### src/rtl/sfr_pkg.sv
package sfr_pkg;

  localparam int BUF_DEPTH  = 256;
  localparam int BUF_AW     = $clog2(BUF_DEPTH);
  localparam int LEN_W      = $clog2(BUF_DEPTH + 1);
  localparam int CFG_IDX_W  = 3;
  localparam int CFG_DATA_W = 16;

  localparam logic [2:0] CMD_BYTE     = 3'd0;
  localparam logic [2:0] CMD_TICK     = 3'd1;
  localparam logic [2:0] CMD_READ     = 3'd2;
  localparam logic [2:0] CMD_RELEASE  = 3'd3;
  localparam logic [2:0] CMD_TX_BEGIN = 3'd4;
  localparam logic [2:0] CMD_TX_END   = 3'd5;

  localparam logic [CFG_IDX_W-1:0] REG_PROTOCOL_MODE  = 3'd0;
  localparam logic [CFG_IDX_W-1:0] REG_DEVICE_ADDRESS = 3'd1;
  localparam logic [CFG_IDX_W-1:0] REG_ADDRESS_OFFSET = 3'd2;
  localparam logic [CFG_IDX_W-1:0] REG_SEVEN_BIT_DATA = 3'd3;
  localparam logic [CFG_IDX_W-1:0] REG_GAP_TICKS      = 3'd4;

  localparam logic MODE_DELIMITED = 1'b0;
  localparam logic MODE_RTU       = 1'b1;

  localparam logic [7:0] CH_STX    = 8'h02;
  localparam logic [7:0] CH_ETX    = 8'h03;
  localparam logic [7:0] BROADCAST = 8'h7F;

  typedef enum logic [1:0] {
    PH_IDLE    = 2'd0,
    PH_COLLECT = 2'd1,
    PH_DONE    = 2'd2
  } phase_t;

  typedef struct packed {
    logic              we;
    logic [BUF_AW-1:0] waddr;
    logic [7:0]        wdata;
    logic              re;
    logic [BUF_AW-1:0] raddr;
  } mem_req_t;

  typedef struct packed {
    phase_t           phase;
    logic [LEN_W-1:0] length;
  } frame_state_t;

endpackage

### src/rtl/sfr_req_if.sv
interface sfr_req_if;
  logic       valid;
  logic       ready;
  logic [2:0] command;
  logic [7:0] byte_value;
  logic [7:0] read_index;

  modport source (output valid, command, byte_value, read_index, input ready);
  modport sink (input valid, command, byte_value, read_index, output ready);
endinterface

### src/rtl/sfr_rsp_if.sv
interface sfr_rsp_if;
  logic       valid;
  logic       ready;
  logic [1:0] frame_status;
  logic [8:0] frame_length;
  logic [7:0] read_data;

  modport source (output valid, frame_status, frame_length, read_data, input ready);
  modport sink (input valid, frame_status, frame_length, read_data, output ready);
endinterface

### src/rtl/sfr_ram.sv
module sfr_ram (
  input  logic                      clk,
  input  sfr_pkg::mem_req_t         req,
  output logic [7:0]                rdata
);

  logic [7:0] mem [sfr_pkg::BUF_DEPTH];

  always_ff @(posedge clk) begin
    if (req.we) begin
      mem[req.waddr] <= req.wdata;
    end
    if (req.re) begin
      rdata <= mem[req.raddr];
    end
  end

endmodule

### src/rtl/sfr_ctrl.sv
module sfr_ctrl (
  input  logic                             clk,
  input  logic                             rst,
  input  logic                             cfg_write,
  input  logic [sfr_pkg::CFG_IDX_W-1:0]    cfg_index,
  input  logic [sfr_pkg::CFG_DATA_W-1:0]   cfg_data,
  input  logic                             go,
  input  logic [2:0]                       command,
  input  logic [7:0]                       byte_value,
  input  logic [7:0]                       read_index,
  output sfr_pkg::mem_req_t                mem_req,
  output logic                             is_read,
  output sfr_pkg::frame_state_t            state
);

  logic        protocol_mode;
  logic [7:0]  device_address;
  logic [7:0]  address_offset;
  logic        seven_bit_data;
  logic [15:0] gap_ticks;

  sfr_pkg::phase_t                phase, phase_next;
  logic [sfr_pkg::LEN_W-1:0]      wp, wp_next;
  logic [15:0]                    timer, timer_next;
  logic                           echo, echo_next;
  logic [7:0]                     byte0, byte1;

  logic [7:0]  b;
  logic [7:0]  own;
  logic [7:0]  addr_byte;
  logic [15:0] reload;
  logic        has_room;

  assign own      = address_offset + device_address;
  assign reload   = (gap_ticks == 16'd0) ? 16'd1 : gap_ticks;
  assign has_room = wp < sfr_pkg::LEN_W'(sfr_pkg::BUF_DEPTH);
  assign b        = (protocol_mode == sfr_pkg::MODE_DELIMITED && seven_bit_data)
                    ? {1'b0, byte_value[6:0]} : byte_value;
  assign addr_byte = (wp == sfr_pkg::LEN_W'(1)) ? b : byte1;

  always_comb begin
    phase_next    = phase;
    wp_next       = wp;
    timer_next    = timer;
    echo_next     = echo;
    mem_req       = '0;
    mem_req.wdata = b;
    mem_req.raddr = sfr_pkg::BUF_AW'(read_index);
    is_read       = 1'b0;
    if (go) begin
      case (command)
        sfr_pkg::CMD_BYTE: begin
          if (protocol_mode == sfr_pkg::MODE_DELIMITED) begin
            if (b == sfr_pkg::CH_ETX) begin
              echo_next = 1'b0;
            end
            if (!echo_next) begin
              if (b == sfr_pkg::CH_STX) begin
                mem_req.we    = 1'b1;
                mem_req.waddr = '0;
                wp_next       = sfr_pkg::LEN_W'(1);
                phase_next    = sfr_pkg::PH_COLLECT;
              end else if (phase == sfr_pkg::PH_COLLECT && has_room) begin
                mem_req.we    = 1'b1;
                mem_req.waddr = wp[sfr_pkg::BUF_AW-1:0];
                wp_next       = wp + sfr_pkg::LEN_W'(1);
                if (b == sfr_pkg::CH_ETX) begin
                  phase_next = (addr_byte == own || addr_byte == sfr_pkg::BROADCAST)
                               ? sfr_pkg::PH_DONE : sfr_pkg::PH_IDLE;
                end
              end else if (phase != sfr_pkg::PH_DONE) begin
                phase_next = sfr_pkg::PH_IDLE;
                timer_next = '0;
              end
            end
          end else if (!echo) begin
            if (phase == sfr_pkg::PH_IDLE) begin
              mem_req.we    = 1'b1;
              mem_req.waddr = '0;
              wp_next       = sfr_pkg::LEN_W'(1);
              phase_next    = sfr_pkg::PH_COLLECT;
              timer_next    = reload;
            end else if (phase == sfr_pkg::PH_COLLECT && has_room) begin
              mem_req.we    = 1'b1;
              mem_req.waddr = wp[sfr_pkg::BUF_AW-1:0];
              wp_next       = wp + sfr_pkg::LEN_W'(1);
              timer_next    = reload;
            end else if (phase != sfr_pkg::PH_DONE) begin
              phase_next = sfr_pkg::PH_IDLE;
              timer_next = '0;
            end
          end
        end
        sfr_pkg::CMD_TICK: begin
          if (timer != 16'd0) begin
            timer_next = timer - 16'd1;
            if (timer == 16'd1 && protocol_mode == sfr_pkg::MODE_RTU &&
                phase == sfr_pkg::PH_COLLECT) begin
              phase_next = (byte0 == device_address || byte0 == 8'd0)
                           ? sfr_pkg::PH_DONE : sfr_pkg::PH_IDLE;
            end
          end
        end
        sfr_pkg::CMD_READ: begin
          if (sfr_pkg::LEN_W'(read_index) < sfr_pkg::LEN_W'(sfr_pkg::BUF_DEPTH)) begin
            mem_req.re = 1'b1;
            is_read    = 1'b1;
          end
        end
        sfr_pkg::CMD_RELEASE: begin
          phase_next = sfr_pkg::PH_IDLE;
          wp_next    = '0;
          timer_next = '0;
        end
        sfr_pkg::CMD_TX_BEGIN: echo_next = 1'b1;
        sfr_pkg::CMD_TX_END:   echo_next = 1'b0;
        default: ;
      endcase
    end
  end

  always_ff @(posedge clk) begin
    if (rst) begin
      phase          <= sfr_pkg::PH_IDLE;
      wp             <= '0;
      timer          <= '0;
      echo           <= 1'b0;
      protocol_mode  <= sfr_pkg::MODE_RTU;
      device_address <= 8'd1;
      address_offset <= 8'd32;
      seven_bit_data <= 1'b0;
      gap_ticks      <= 16'd4;
    end else begin
      phase <= phase_next;
      wp    <= wp_next;
      timer <= timer_next;
      echo  <= echo_next;
      if (cfg_write) begin
        case (cfg_index)
          sfr_pkg::REG_PROTOCOL_MODE:  protocol_mode  <= cfg_data[0];
          sfr_pkg::REG_DEVICE_ADDRESS: device_address <= cfg_data[7:0];
          sfr_pkg::REG_ADDRESS_OFFSET: address_offset <= cfg_data[7:0];
          sfr_pkg::REG_SEVEN_BIT_DATA: seven_bit_data <= cfg_data[0];
          sfr_pkg::REG_GAP_TICKS:      gap_ticks      <= cfg_data;
          default: ;
        endcase
      end
    end
  end

  // mirror the two address bytes so frame decisions need no buffer read
  always_ff @(posedge clk) begin
    if (mem_req.we && mem_req.waddr == sfr_pkg::BUF_AW'(0)) begin
      byte0 <= mem_req.wdata;
    end
    if (mem_req.we && mem_req.waddr == sfr_pkg::BUF_AW'(1)) begin
      byte1 <= mem_req.wdata;
    end
  end

  assign state.phase  = phase;
  assign state.length = wp;

endmodule

### src/rtl/serial_frame_receiver.sv
// Serial frame receiver.
// req channel: one command per transfer (byte received, tick, read buffer,
//   release frame, transmit begins, transmit ends) with byte_value and
//   read_index.
// rsp channel: exactly one result per command, in order: frame_status and
//   frame_length after the command, and read_data for a buffer read, else 0.
// cfg port: cfg_write with cfg_index 0..4 (protocol_mode, device_address,
//   address_offset, seven_bit_data, gap_ticks); write only while idle.
// Pipeline: a command's result passes the s1 stage, then the output register, before it is offered.
// Throughput: one command per cycle while req.ready is high; the frame buffer is a
//   256 x 8 memory with separate write and read addresses, used for one write or one registered read per command.
// Reset: synchronous; frame idle, length 0, echo suppression off, registers
//   back to their defaults. The buffer is not cleared.
// Stall: results queue in a two-deep pipeline; req.ready drops once both
//   stages are full and rsp.ready is low, and no result is lost.
module serial_frame_receiver (
  input  logic                             clk,
  input  logic                             rst,
  sfr_req_if.sink                          req,
  sfr_rsp_if.source                        rsp,
  input  logic                             cfg_write,
  input  logic [sfr_pkg::CFG_IDX_W-1:0]    cfg_index,
  input  logic [sfr_pkg::CFG_DATA_W-1:0]   cfg_data
);

  sfr_pkg::mem_req_t     mem_req;
  sfr_pkg::frame_state_t state;
  logic [7:0]            rdata;
  logic                  is_read;
  logic                  go;
  logic                  advance;
  logic                  s1_valid;
  logic                  s1_read;
  logic                  out_valid;
  logic [1:0]            out_status;
  logic [sfr_pkg::LEN_W-1:0] out_length;
  logic [7:0]            out_read;

  assign advance   = !out_valid || rsp.ready;
  assign req.ready = !s1_valid || advance;
  assign go        = req.valid && req.ready;

  sfr_ctrl u_ctrl (
    .clk        (clk),
    .rst        (rst),
    .cfg_write  (cfg_write),
    .cfg_index  (cfg_index),
    .cfg_data   (cfg_data),
    .go         (go),
    .command    (req.command),
    .byte_value (req.byte_value),
    .read_index (req.read_index),
    .mem_req    (mem_req),
    .is_read    (is_read),
    .state      (state)
  );

  sfr_ram u_ram (
    .clk   (clk),
    .req   (mem_req),
    .rdata (rdata)
  );

  always_ff @(posedge clk) begin
    if (rst) begin
      s1_valid  <= 1'b0;
      out_valid <= 1'b0;
    end else begin
      if (go) begin
        s1_valid <= 1'b1;
      end else if (advance) begin
        s1_valid <= 1'b0;
      end
      if (advance) begin
        out_valid <= s1_valid;
      end
    end
  end

  // hold frame state and read data of the pending item until it moves on
  always_ff @(posedge clk) begin
    if (go) begin
      s1_read <= is_read;
    end
    if (advance && s1_valid) begin
      out_status <= state.phase;
      out_length <= state.length;
      out_read   <= s1_read ? rdata : 8'd0;
    end
  end

  assign rsp.valid        = out_valid;
  assign rsp.frame_status = out_status;
  assign rsp.frame_length = out_length;
  assign rsp.read_data    = out_read;

endmodule

### src/flat_wrapper.sv
// flat-port wrapper written by rule: the top's interface ports become plain ports
module serial_frame_receiver_flat 
  (clk, rst, cfg_write, cfg_index, cfg_data, req_valid, req_command, req_byte_value, req_read_index, req_ready, rsp_valid, rsp_frame_status, rsp_frame_length, rsp_read_data, rsp_ready);
  sfr_req_if req_i ();
  sfr_rsp_if rsp_i ();
  input  logic clk;
  input  logic rst;
  input  logic cfg_write;
  input  logic [sfr_pkg::CFG_IDX_W-1:0] cfg_index;
  input  logic [sfr_pkg::CFG_DATA_W-1:0] cfg_data;
  input wire logic [$bits(req_i.valid)-1:0] req_valid;
  input wire logic [$bits(req_i.command)-1:0] req_command;
  input wire logic [$bits(req_i.byte_value)-1:0] req_byte_value;
  input wire logic [$bits(req_i.read_index)-1:0] req_read_index;
  output wire logic [$bits(req_i.ready)-1:0] req_ready;
  output wire logic [$bits(rsp_i.valid)-1:0] rsp_valid;
  output wire logic [$bits(rsp_i.frame_status)-1:0] rsp_frame_status;
  output wire logic [$bits(rsp_i.frame_length)-1:0] rsp_frame_length;
  output wire logic [$bits(rsp_i.read_data)-1:0] rsp_read_data;
  input wire logic [$bits(rsp_i.ready)-1:0] rsp_ready;
  assign req_i.valid = req_valid;
  assign req_i.command = req_command;
  assign req_i.byte_value = req_byte_value;
  assign req_i.read_index = req_read_index;
  assign req_ready = req_i.ready;
  assign rsp_valid = rsp_i.valid;
  assign rsp_frame_status = rsp_i.frame_status;
  assign rsp_frame_length = rsp_i.frame_length;
  assign rsp_read_data = rsp_i.read_data;
  assign rsp_i.ready = rsp_ready;
  serial_frame_receiver u_core (.clk(clk), .rst(rst), .req(req_i), .rsp(rsp_i), .cfg_write(cfg_write), .cfg_index(cfg_index), .cfg_data(cfg_data));
endmodule
### config.mk
export PLATFORM = sky130hd
export DESIGN_NAME = serial_frame_receiver_flat
export DESIGN_NICKNAME = d
export VERILOG_FILES = /design/src/rtl/sfr_pkg.sv /design/src/rtl/sfr_req_if.sv /design/src/rtl/sfr_rsp_if.sv /design/src/rtl/sfr_ram.sv /design/src/rtl/sfr_ctrl.sv /design/src/rtl/serial_frame_receiver.sv /design/src/flat_wrapper.sv
export SDC_FILE = /design/constraint.sdc
export NUM_CORES = 2
export LEC_CHECK = 0
export ABC_CLOCK_PERIOD_IN_PS = 4230
export CAP_MARGIN = 10
export CORE_ASPECT_RATIO = 1.2
export CORE_MARGIN = 2
export CORE_UTILIZATION = 40
export CTS_BUF_LIST = sky130_fd_sc_hd__clkbuf_8 sky130_fd_sc_hd__clkbuf_16
export DETAILED_ROUTE_END_ITERATION = 12
export DONT_BUFFER_PORTS = 1
export PLACE_DENSITY = 0.58
export SETUP_SLACK_MARGIN = 0.3
export SLEW_MARGIN = 20
export SYNTH_ARGS = -nofsm -noshare
export SYNTH_HDL_FRONTEND = slang
export SYNTH_HIERARCHICAL = 1
export SYNTH_SLANG_ARGS = --single-unit
### constraint.sdc
create_clock -name clk -period 4.23 [get_ports clk]
set_input_delay 0.846 -clock clk [delete_from_list [all_inputs] [get_ports clk]]
set_output_delay 0.846 -clock clk [all_outputs]
set_load 0.03 [all_outputs]
==> summary by stage <==
Detailed routing
After detailed routing, the total wire length is 219000 µm. The number of remaining DRC errors is 0. The count of nets left with antenna violations after detail routing is 0. For this block, the via count after detailed routing is 43.7k. After detailed routing, the average wire length per cell comes to 28.5 µm. For this block, the initial DRC count from the detailed router was 4553. Before antenna repair, the detailed router went through 6 iterations. Using the TritonRoute via totals, the vias-per-cell ratio works out to 5.70.

Placement
The congestion estimate from routability-driven global placement came to 0.836. The count of input and output buffers is 0. At the placement stage, the worst setup path has a slack of -0.0280 ns. The placed instances occupy a cell area of 90500 µm². The detailed placer's ending HPWL is 124000 µm.

Clocking
The total setup buffers inserted after CTS is 0. The maximum number of buffers from clock root to sink is 3. The tree is rooted in a sky130_fd_sc_hd__clkbuf_16. The clock tree from TritonCTS is built. Clock latency on the worst-skew pair, taken at its later pin, is 0.85 ns. The post-CTS clock slew at the launch and capture registers of the worst setup and hold paths is 0.07 ns. CTS built an H-tree with a depth of 4.

The number of clock buffers added by TritonCTS is 197. The clock net in this run drives a total of 2156 sinks.

Yosys
Yosys mapped a number of flops with a built-in enable equal to 2092. The share of synthesized flip-flops with an asynchronous set or reset is 0%. The number of storage elements in the synthesis netlist is 2156. The net count of the mapped netlist is 4394. The most used standard cell by instance count after synthesis is sky130_fd_sc_hd__edfxtp_1. During synthesis, Yosys emitted a total of 6 warnings.

The dominant synthesized flop cell is sky130_fd_sc_hd__edfxtp_1. The mapped netlist covers 85000 µm². In this run the mean area of a mapped cell was 19.6 µm². The share of the Yosys chip area taken by registers is 75.4%.

The post-synthesis instance total is 4338. The largest total area in the synthesized netlist belongs to sky130_fd_sc_hd__edfxtp_1. Sorting the synthesized cells by how often they occur yields sky130_fd_sc_hd__edfxtp_1 (2092), sky130_fd_sc_hd__mux4_2 (454), sky130_fd_sc_hd__nor2_1 (327), sky130_fd_sc_hd__a21oi_1 (156), sky130_fd_sc_hd__a22oi_1 (149). In this run, distinct cell masters in the synthesized netlist total 85.

The share of Yosys cell area claimed by the top area cell type is 73.9%. Sorting the synthesized cells by area gives the leading types as sky130_fd_sc_hd__edfxtp_1 (74%), sky130_fd_sc_hd__mux4_2 (12%), sky130_fd_sc_hd__mux2i_1 (1.7%).

Floorplanning
For this design the top-level I/O count stands at 64. The die width is 425 µm. The floorplan die height is 509 µm. For this configuration, the core starts out at a cell density of 40.2%. The area inside the core boundary is 212000 µm².

The die covers 216000 µm². The cell row count is 185.

Timing
At the pin with the least slew margin, the transition time is 1.13 ns. In this run the tightest slew margin relative to its limit is 24.3%. After layout, the worst path uses 89.0% of the clock period.

Static timing analysis puts the maximum clock frequency at 0.266 GHz. After layout, the worst setup slack is 0.464 ns. The number of failing hold endpoints at the final stage is 0. The minimum clock period after layout is 3.77 ns.

Setup repair after global routing left no endpoint under its margin. The final number of setup-violating endpoints is 0. For the final database, setup skew stands at 0.0474 ns. The worst slack on hold paths is 0.0690 ns.

The final number of max-transition violations is 0.

Setup path
The worst setup path is launched from an input port. For the worst setup path, the data arrival time is 4.32 ns. STA classifies the critical path endpoint as a flip-flop. In this run the worst setup path begins at req_read_index[0]. The critical path endpoint is u_core/u_ram/rdata[5]$_DFFE_PP_. The setup path with the least slack is of type in2reg. In this run the worst path has a maximum fanout of 76. The startpoint identified for the worst register-to-register timing path is u_core/u_ctrl/protocol_mode$_SDFFE_PP1P_. The count of cells along the worst register-to-register path is 12.

For flop-to-flop paths, the worst setup slack is 0.62 ns. The endpoint required time on the critical path is 4.79 ns. The capturing point of the worst reg2reg path is u_core/u_ram/mem[88][1]$_DFFE_PP_.

Status
The run finished with clean final reports.

Layout
Fill cells in the final layout number 17.8k. Cells with a size suffix above 1 make up 25.4% of the layout. The area growth from synthesis to layout is 14.7%. Once layout is done, the placed cells without fillers occupy 97500 µm².

In the final design database the tool counted 4750 nets.

Power and ir drop
Summed over all cells, the static leakage comes to 31.0 nW. Power spread over the standard cell area amounts to 445 nW/µm². Across the VDD grid, the largest voltage drop is 0.326 mV.

Job
The count of max-cap constraint violations is 0.

Global route
For this run, the total global-route usage over all layers was measured as 19.8%. The first global-routing pass estimated 312000 µm of wire. Entering global routing, the biggest net connects 579 pins. The number of global-route vias before repair is 43.9k.

The initial antenna violation count is 6. For this run the aggregate overflow at the end of global routing stands at 0.

Hold path
The worst hold path class is in2reg.
[area by class of cell]
type	count	area [µm²]	share of cell area (%)
sequential	2156	64100	65.7
multi-input combinational	1889	19300	19.8
clock buffer	199	4980	5.11
timing repair buffer	432	3820	3.92
tap	2805	3510	3.60
clock inverter	168	1680	1.72
inverter	18	71.3	0.0731
antenna	4	10.0	0.0103
[layer usage]
metal | part of all wire [%] | routed length [µm] | global-route usage (%) | vias up
li1 | - | - | - | 18600
met4 | 2.9 | 6390 | 6.06 | 0
met2 | 51 | 111000 | 33.4 | 1601
met3 | 6.1 | 13300 | 2.99 | 306
met5 | 0 | 0 | 0 | -
met1 | 40 | 88400 | 26.5 | 23300
[cells by family after synthesis]
family,synth area share (%)
muxes,13.8
AOI/OAI and AO/OA,4.28
DFF,75.4
adders and majority gates,0.200
buffers and inverters,2.06
xor gates and xnor gates,0.288
and+or+nand+nor,4.00
[cells in the final DEF (no fill, tap or decap), drive strengths merged, types with 47 or more instances in the layout]
cell / instances
edfxtp: 2092
mux4: 456
buf: 424
nor2: 327
clkbuf: 204
a21oi: 157
a22oi: 149
mux2i: 143
nand2: 116
clkinv: 98
dfxtp: 64
inv: 55
nand3: 48
o221ai: 47
[registers in the layout (all words and copies together) (netlist names)]
register / cells
u_core/rsp.frame_length: 9
u_core/rsp.frame_status: 2
u_core/rsp.read_data: 8
u_core/rsp.valid: 1
u_core/s1_read: 1
u_core/s1_valid: 1
u_core/u_ctrl/address_offset: 8
u_core/u_ctrl/byte0: 8
u_core/u_ctrl/byte1: 8
u_core/u_ctrl/device_address: 8
u_core/u_ctrl/echo: 1
u_core/u_ctrl/gap_ticks: 16
u_core/u_ctrl/phase: 2
u_core/u_ctrl/protocol_mode: 1
u_core/u_ctrl/seven_bit_data: 1
u_core/u_ctrl/timer: 16
u_core/u_ctrl/wp: 9
u_core/u_ram/mem: 2048
u_core/u_ram/rdata: 8
[worst max-delay path, stage by stage]
cell	delay, ns
sky130_fd_sc_hd__buf_16	0.48
sky130_fd_sc_hd__buf_16	0.44
sky130_fd_sc_hd__buf_16	0.38
sky130_fd_sc_hd__mux4_2	0.56
sky130_fd_sc_hd__a22oi_1	0.36
sky130_fd_sc_hd__a31oi_1	0.24
sky130_fd_sc_hd__nor4_4	0.65
sky130_fd_sc_hd__nor4_1	0.17
[where the power goes]
part	total, mW	leakage (nW)	switching, mW	internal [mW]
clock	18.3	3.41	7.91	10.4
combinational	1.60	8.30	0.908	0.695
sequential	23.5	19.3	0.0464	23.4
total	43.4	31.0	8.86	34.5
[per-stage QoR]
stage                     total power [mW]  std cells  utilization, %  TNS (ns)
after floorplan                       25.3       4338               -         0
after global placement                25.3       7283            42.8    -0.807
after detailed placement              25.3       7286            42.8    -0.482
after CTS                             43.5       7656            45.9         0
after global routing                  44.6       7668            46.1         0
final                                 43.4       7671            46.1         0
[how the worst min path moves through the flow]
| stage | from | endpoint | slack, ns | depth (start not counted) |
|---|---|---|---|---|
| 3_5_place_dp | u_core/u_ctrl/address_offset[6]$_SDFFE_PP0P_ | u_core/u_ctrl/address_offset[6]$_SDFFE_PP0P_ | 0.45 | 2 |
| 4_1_cts | rst | u_core/s1_valid$_SDFFE_PP0P_ | 0.003 | 1 |
| 3_3_place_gp | u_core/u_ctrl/address_offset[6]$_SDFFE_PP0P_ | u_core/u_ctrl/address_offset[6]$_SDFFE_PP0P_ | 0.44 | 2 |
| 2_1_floorplan | u_core/u_ctrl/wp[4]$_SDFFE_PP0P_ | u_core/rsp.frame_length[4]$_DFFE_PP_ | 0.41 | 0 |
| 5_1_grt | rst | u_core/s1_valid$_SDFFE_PP0P_ | 0.01 | 1 |
| 6_report | rst | u_core/u_ctrl/timer[0]$_SDFFE_PP0P_ | 0.07 | 1 |
[what timing repair did]
action | CTS | global route
gates resized for setup | 0 | 1
hold buffers | 3 | 0
endpoints found under the hold margin | 16 | 0
setup endpoints to repair | 0 | 8
No activity file was read; power rests on OpenSTA's default activity.
